File: src/rtl/brb_pkg.sv
`timescale 1ns / 1ps

package brb_pkg;

    localparam int ACT_W  = 3;
    localparam int VAL_W  = 32;
    localparam int CNT_W  = 3;
    localparam int POS_W  = 10;
    localparam int CFG_W  = 11;
    localparam int DATA_W = 8;
    localparam int STAT_W = 2;
    localparam int RES_W  = 10;

    localparam logic [CFG_W-1:0] SIZE_RESET = 11'd1024;

    localparam logic [ACT_W-1:0] ACT_APPEND   = 3'd0;
    localparam logic [ACT_W-1:0] ACT_GET      = 3'd1;
    localparam logic [ACT_W-1:0] ACT_OVERRIDE = 3'd2;
    localparam logic [ACT_W-1:0] ACT_XOR      = 3'd3;
    localparam logic [ACT_W-1:0] ACT_DISTANCE = 3'd4;

    localparam logic [STAT_W-1:0] STAT_OK    = 2'd0;
    localparam logic [STAT_W-1:0] STAT_EMPTY = 2'd1;
    localparam logic [STAT_W-1:0] STAT_RANGE = 2'd2;

    localparam logic [CNT_W-1:0] APPEND_MAX   = 3'd4;
    localparam logic [CNT_W-1:0] OVERRIDE_MAX = 3'd2;

    // Commands from the controller to the datapath.
    typedef struct packed {
        logic clr_step;
        logic capture;
        logic eval;
        logic wr_byte;
        logic get_read;
        logic get_take;
        logic xor_issue;
        logic xor_acc;
        logic load_out;
    } brb_cmd_t;

    // Status from the datapath to the controller.
    typedef struct packed {
        logic clear_last;
        logic act_append;
        logic act_get;
        logic act_override;
        logic act_xor;
        logic pos_bad;
        logic range_bad;
        logic buf_empty;
        logic at_end;
        logic cnt_zero;
        logic cnt_one;
        logic out_free;
    } brb_stat_t;

endpackage

File: src/rtl/brb_ctrl.sv
`timescale 1ns / 1ps

module brb_ctrl import brb_pkg::*; (
    input  logic      aclk,
    input  logic      aresetn,
    input  logic      s_valid,
    output logic      s_ready,
    input  brb_stat_t stat,
    output brb_cmd_t  cmd
);

    localparam logic [2:0] S_CLEAR    = 3'd0;
    localparam logic [2:0] S_IDLE     = 3'd1;
    localparam logic [2:0] S_DISPATCH = 3'd2;
    localparam logic [2:0] S_WRITE    = 3'd3;
    localparam logic [2:0] S_GET      = 3'd4;
    localparam logic [2:0] S_XOR      = 3'd5;
    localparam logic [2:0] S_FINISH   = 3'd6;

    logic [2:0] state_reg;
    logic [2:0] state_next;

    always_ff @(posedge aclk) begin
        if (!aresetn) begin
            state_reg <= S_CLEAR;
        end else begin
            state_reg <= state_next;
        end
    end

    always_comb begin
        cmd        = '0;
        s_ready    = 1'b0;
        state_next = state_reg;
        case (state_reg)
            S_CLEAR: begin
                cmd.clr_step = 1'b1;
                if (stat.clear_last) begin
                    state_next = S_IDLE;
                end
            end
            S_IDLE: begin
                s_ready     = 1'b1;
                cmd.capture = s_valid;
                if (s_valid) begin
                    state_next = S_DISPATCH;
                end
            end
            S_DISPATCH: begin
                cmd.eval = 1'b1;
                if (stat.act_append) begin
                    state_next = stat.cnt_zero ? S_FINISH : S_WRITE;
                end else if (stat.act_override) begin
                    state_next = (stat.pos_bad || stat.cnt_zero) ? S_FINISH : S_WRITE;
                end else if (stat.act_get) begin
                    if (stat.buf_empty) begin
                        state_next = S_FINISH;
                    end else begin
                        cmd.get_read = 1'b1;
                        state_next   = S_GET;
                    end
                end else if (stat.act_xor) begin
                    if (stat.range_bad || stat.at_end) begin
                        state_next = S_FINISH;
                    end else begin
                        cmd.xor_issue = 1'b1;
                        state_next    = S_XOR;
                    end
                end else begin
                    state_next = S_FINISH;
                end
            end
            S_WRITE: begin
                cmd.wr_byte = 1'b1;
                if (stat.cnt_one) begin
                    state_next = S_FINISH;
                end
            end
            S_GET: begin
                cmd.get_take = 1'b1;
                state_next   = S_FINISH;
            end
            S_XOR: begin
                // Fold the byte read last cycle while the next one is read.
                cmd.xor_acc = 1'b1;
                if (stat.at_end) begin
                    state_next = S_FINISH;
                end else begin
                    cmd.xor_issue = 1'b1;
                end
            end
            S_FINISH: begin
                if (stat.out_free) begin
                    cmd.load_out = 1'b1;
                    state_next   = S_IDLE;
                end
            end
            default: begin
                state_next = S_IDLE;
            end
        endcase
    end

endmodule

File: config.mk
export PLATFORM = sky130hd
export DESIGN_NAME = brb_ctrl
export DESIGN_NICKNAME = d
export VERILOG_FILES = /design/src/rtl/brb_pkg.sv /design/src/rtl/brb_ctrl.sv
export SDC_FILE = /design/constraint.sdc
export NUM_CORES = 1
export LEC_CHECK = 0
export BUFFER_PORTS_ARGS = -buffer_cell sky130_fd_sc_hd__buf_2
export CAP_MARGIN = 0
export CORE_AREA = 2 2 39 41
export CTS_CLUSTER_SIZE = 8
export DETAILED_ROUTE_END_ITERATION = 16
export DIE_AREA = 0 0 41 43
export HOLD_SLACK_MARGIN = 0.02
export PLACE_DENSITY = 0.57
export SLEW_MARGIN = 20
export SYNTH_ARGS = -nofsm -noshare
export SYNTH_HDL_FRONTEND = slang
export SYNTH_SLANG_ARGS = --single-unit
export TNS_END_PERCENT = 100
File: constraint.sdc
create_clock -name aclk -period 1.19 [get_ports aclk]
set_input_delay 0 -clock aclk [delete_from_list [all_inputs] [get_ports aclk]]
set_output_delay 0 -clock aclk [all_outputs]
set_load 0.005 [all_outputs]
Word level (Yosys, flattened, before mapping)
Cells that the tools add are included.
{"block": "classes", "eq_ne": 11, "n_mux": 35, "reduce_logical": 4}
{"operator": "3-bit two-way mux", "count": 10}
{"operator": "3-bit case mux with 7 select lines", "count": 1}
{"operator": "1-bit two-way mux", "count": 20}
{"operator": "2-bit inequality test, second input constant", "count": 5}
{"operator": "3-bit equality test, second input constant", "count": 3}
{"operator": "3-bit by 2-bit equality test with 1-bit output, second input constant", "count": 2}
{"operator": "2-bit two-way mux", "count": 3}
{"operator": "5-bit AND reduction", "count": 1}
{"operator": "3-bit by 1-bit equality test with 1-bit output, second input constant", "count": 1}
{"operator": "3-bit zero test", "count": 1}
{"operator": "1-bit logical OR", "count": 2}
{"operator": "1-bit case mux with 2 select lines", "count": 1}
{"block": "totals", "register_bits": 3, "input_bits": 15, "out_inout_bits": 10, "word_cells": 51}

Longest topological paths before layout
{"block": "logic_depth", "word_depth": 7, "depth_mapped": 5, "depth_no_buf": 4}

Worst setup path before layout
Ideal clock, no wire load.
{"block": "synth_timing", "path_type": "register to register", "startpoint": "reg state_reg[1]", "endpoint": "reg state_reg[0]", "setup_ns": 0.127, "arrival_time_ns": 1.020, "required_time_ns": 1.063, "setup_slack_ns": 0.044, "stages_incl_launch_ff": 6, "n_path_buf": 1, "synth_period_minus_slack_ns": 1.146, "path_cell_list": "dfxtp_1 > buf_4 > or3_1 > o21a_1 > o21ai_1 > a31oi_1"}
{"block": "synth_between", "elab_chain_len": 3, "word_cells_on_any_way": 14, "classes_between": "eq/ne (11); mux (1); reduce/logical (2)"}
{"element": "start: declaration", "line": "brb_ctrl.sv:20", "text": "logic [2:0] state_reg;"}
{"element": "start signal: assignment", "line": "brb_ctrl.sv:27", "text": "state_reg <= state_next;"}
{"element": "3-bit equality test, or another cell as far along", "line": "brb_ctrl.sv:35", "text": "case (state_reg)"}
{"element": "2-bit inequality test (no line)"}
{"element": "5-bit AND reduction (no line)"}
Several ways; a longest one is shown, not always the timed one.
A chain may end at the register's enable or synchronous reset.

==> flow_summary.rst <==
.. list-table::
   :header-rows: 1

   * - Metric
     - Value
   * - CTS sink count
     - 3
   * - Mux cell area share after synthesis
     - 0%
   * - Leakage Power
     - 0.2890 nW
   * - Wire length of the first global-routing pass
     - 1614 um
   * - Power Dens Cells
     - 818.5 nW/um^2
   * - Worst slack after detailed placement
     - 0.01697 ns
   * - CTS tree
     - done
   * - Overall overflow remaining after global route
     - 0
   * - Normalized max-slew margin
     - 77.80%
   * - Quantity of hold-fixing buffers added after cts
     - 0
   * - Clock transition time at the flip-flop clock pins of the worst setup and hold paths
     - 0.04 ns
   * - Diode count
     - 0
   * - Warnings from Yosys
     - 0
   * - RSZ-0062 raised after global routing
     - true
   * - Required arrival time at the worst endpoint
     - 1.19 ns
   * - Largest incremental delay on the critical path
     - 0.37 ns
   * - Maximum Capacitance Violations
     - 0
   * - Min Clock Period, post-route
     - 1.181 ns
   * - Global Route Usage Sum
     - 13.13%
   * - Maximum level of the CTS H-tree
     - 1
   * - Max FFs per register
     - 3
   * - Number of cells produced by synthesis
     - 48
   * - Final Hold Violating Endpoints
     - 0
   * - Chip width
     - 41 um
   * - Max-slew violation total from the final report
     - 0
   * - Number of global-route vias before repair
     - 410
   * - Antenna Violating Nets Remaining
     - 0
   * - Capturing element type of the critical path
     - output pin
   * - Routability congestion estimate
     - 0.7252
   * - Result of the run
     - finished clean
   * - Post-route fraction of the period consumed by the critical path
     - 99.22%
   * - CTS buffer count
     - 3
   * - Non-filler cells, final
     - 97
   * - Via density per instance
     - 4.897
   * - Number of buffer cells added on primary ports
     - 24
   * - Final Skew
     - 0.004522 ns
   * - Worst setup slack after layout
     - 0.009316 ns
   * - Main combinational cell family by area after synthesis
     - simple AND/OR/NAND/NOR gates
   * - Cell area after technology mapping
     - 350.3 sq um
   * - Floorplan die area
     - 1763 sq um
   * - Area fraction in and, or, nand and nor cells after synthesis
     - 44.64%
   * - Register area share after synthesis
     - 17.14%
   * - Post-synthesis share of cell area spent on full adders, half adders and majority gates
     - 0%
   * - Xor-xnor portion of the synthesized cell area
     - 0%
   * - Root buffer cell
     - sky130_fd_sc_hd__clkbuf_4
   * - Number of antenna violations at the first check in global routing
     - 0
   * - Pin count of the biggest net entering global routing
     - 10
   * - Count of cell types in the netlist
     - 30
   * - Worst path slowest cell
     - sky130_fd_sc_hd__dfxtp_4
   * - Detailed-routing iteration count for the pre-antenna-repair pass
     - 4
   * - Detail Placement HPWL
     - 811 um
   * - Worst skew pair latency
     - 0.23 ns
   * - Startpoint class of the critical path
     - flop
   * - Violation count after the first detailed-route iteration
     - 4
   * - Synthesized flop and latch total
     - 3
   * - Standard cell area after detailed placement
     - 501.7 sq um
   * - Worst vdd ir
     - 0.2797 mV
   * - Number of nets in the layout
     - 97
   * - Worst Path Max Fanout
     - 9
   * - Fraction of layout instances using a drive strength above 1
     - 62.96%
   * - Setup Total Neg Slack
     - 0 ns
   * - I/O pin total
     - 25
   * - Post-synth net total
     - 63
   * - Max Clock Freq
     - 0.8470 GHz
   * - Ordered list of cells on the worst path
     - buf_4 > nor3_2 > and2_1 > buf_2
   * - Synth-to-layout area growth
     - 73.57%
   * - Actual transition at the worst max-transition pin
     - 0.3284 ns
   * - Maximum clock insertion buffer count
     - 2
   * - Worst Setup Path Type
     - flop to output pin
   * - Total vias in the final route
     - 475
   * - Site row count
     - 14
   * - DRC viols
     - 0
   * - DP Cell Count
     - 90
   * - Drt total wl
     - 1111 um
   * - Core Region
     - 1384 sq um
   * - Vert. Die Dim
     - 43 um
   * - Wirelength per Cell
     - 11.45 um
   * - Arrival time of the worst setup path
     - 1.18 ns
   * - Summed area of non-filler cells in the final layout
     - 608.1 sq um
   * - Mean area per synthesized cell
     - 7.299 sq um
   * - Number of setup violations in the final report
     - 0
   * - Initial Utilization
     - 25.32%
   * - Hold Path Class
     - input port to flop
   * - Complex-gate fraction of the synthesized area
     - 27.50%
logic make-up after synthesis:
logic type / after synthesis
compound gates: 15
buf+inv: 6
flops: 3
simple gates: 24
critical path: cells and delay by family, from the launching register on:
| kind | cells | cell delay, ns |
|---|---|---|
| buffers and inverters | 2 | 0.24 |
| flip-flops | 1 | 0.37 |
| AND/OR/NAND/NOR | 2 | 0.33 |
per-layer routing:
| layer | wire length [um] | vias to the layer above | track usage, % |
|---|---|---|---|
| met3 | 93 | 0 | 1.571 |
| li1 | - | 239 | - |
| met1 | 426 | 215 | 16.61 |
| met2 | 591 | 21 | 20.00 |
| met5 | 0 | - | 0 |
| met4 | 0 | 0 | 8.000 |
report_power, final:
group | internal (mW) | switching (mW)
combinational | 0.110 | 0.0895
sequential | 0.108 | 0.0140
clock | 0.126 | 0.0507
synth_stat cells (all sizes together):
cell,number,area share [%]
or3,1,1.8
a21oi,2,2.9
nor2,5,6.1
inv,3,3.2
nand2b,3,6.1
dfxtp,3,17
o21ai,5,7.1
a32o,1,2.9
buf,3,7.5
o22ai,1,1.8
nor3b,2,4.3
nand2,3,3.2
nor4b,1,2.5
a21o,1,2.1
o31ai,1,2.1
and2,3,5.4
or4b,1,3.9
and2b,1,2.5
nand3,1,1.4
o31a,1,2.5
nor3,3,7.5
a31oi,1,1.8
a211oi,1,2.1
o21a,1,2.1
cells in the final DEF (no fill, tap or decap), types with 2 or more instances in the layout:
master,Yosys,layout
sky130_fd_sc_hd__inv_1,2,2
sky130_fd_sc_hd__o21ai_1,3,3
sky130_fd_sc_hd__clkbuf_4,0,3
sky130_fd_sc_hd__dfxtp_4,0,3
sky130_fd_sc_hd__a21oi_1,2,2
sky130_fd_sc_hd__o21ai_0,2,2
sky130_fd_sc_hd__buf_4,2,7
sky130_fd_sc_hd__and2_1,3,3
sky130_fd_sc_hd__nor3b_2,0,2
sky130_fd_sc_hd__buf_2,0,24
sky130_fd_sc_hd__nor2_1,4,4
sky130_fd_sc_hd__nand2_1,3,2
metrics by stage:
step,hold slack (ns),power (mW),utilization (%)
after global placement,0.2565,0.2774,36.26
after CTS,0.02207,0.4743,39.78
after global routing,0.03066,0.5414,43.94
after detailed placement,0.2615,0.2778,36.26
after floorplan,0.1103,0.2119,-
final,0.02751,0.4977,43.94
path summary, 6_finish.rpt:
path              depth (start not counted)  slack (ns)    startpoint            to
setup / recovery                          4       0.009  state_reg[1]        cmd[7]
hold / removal                            2        0.03       aresetn  state_reg[2]
setup reg to reg                          4        0.07  state_reg[1]  state_reg[0]
hold reg to reg                           2        0.53  state_reg[1]  state_reg[0]
cell type report:
class | count | area, sq um
fillers | 161 | 775.7
multi-input cells | 39 | 292.8
repair buffers | 32 | 183.9
flip-flops and latches | 3 | 71.32
clock buffers | 4 | 26.28
well taps | 16 | 20.02
inverters | 3 | 13.76
what timing repair did:
action | 4_1_cts | 5_1_grt
endpoints found under the setup margin | 7 | 5
pin swaps | 0 | 2
setup buffers | 0 | 3
resized for setup | 7 | 9
Note: power is estimated with default switching activity, not from simulation.
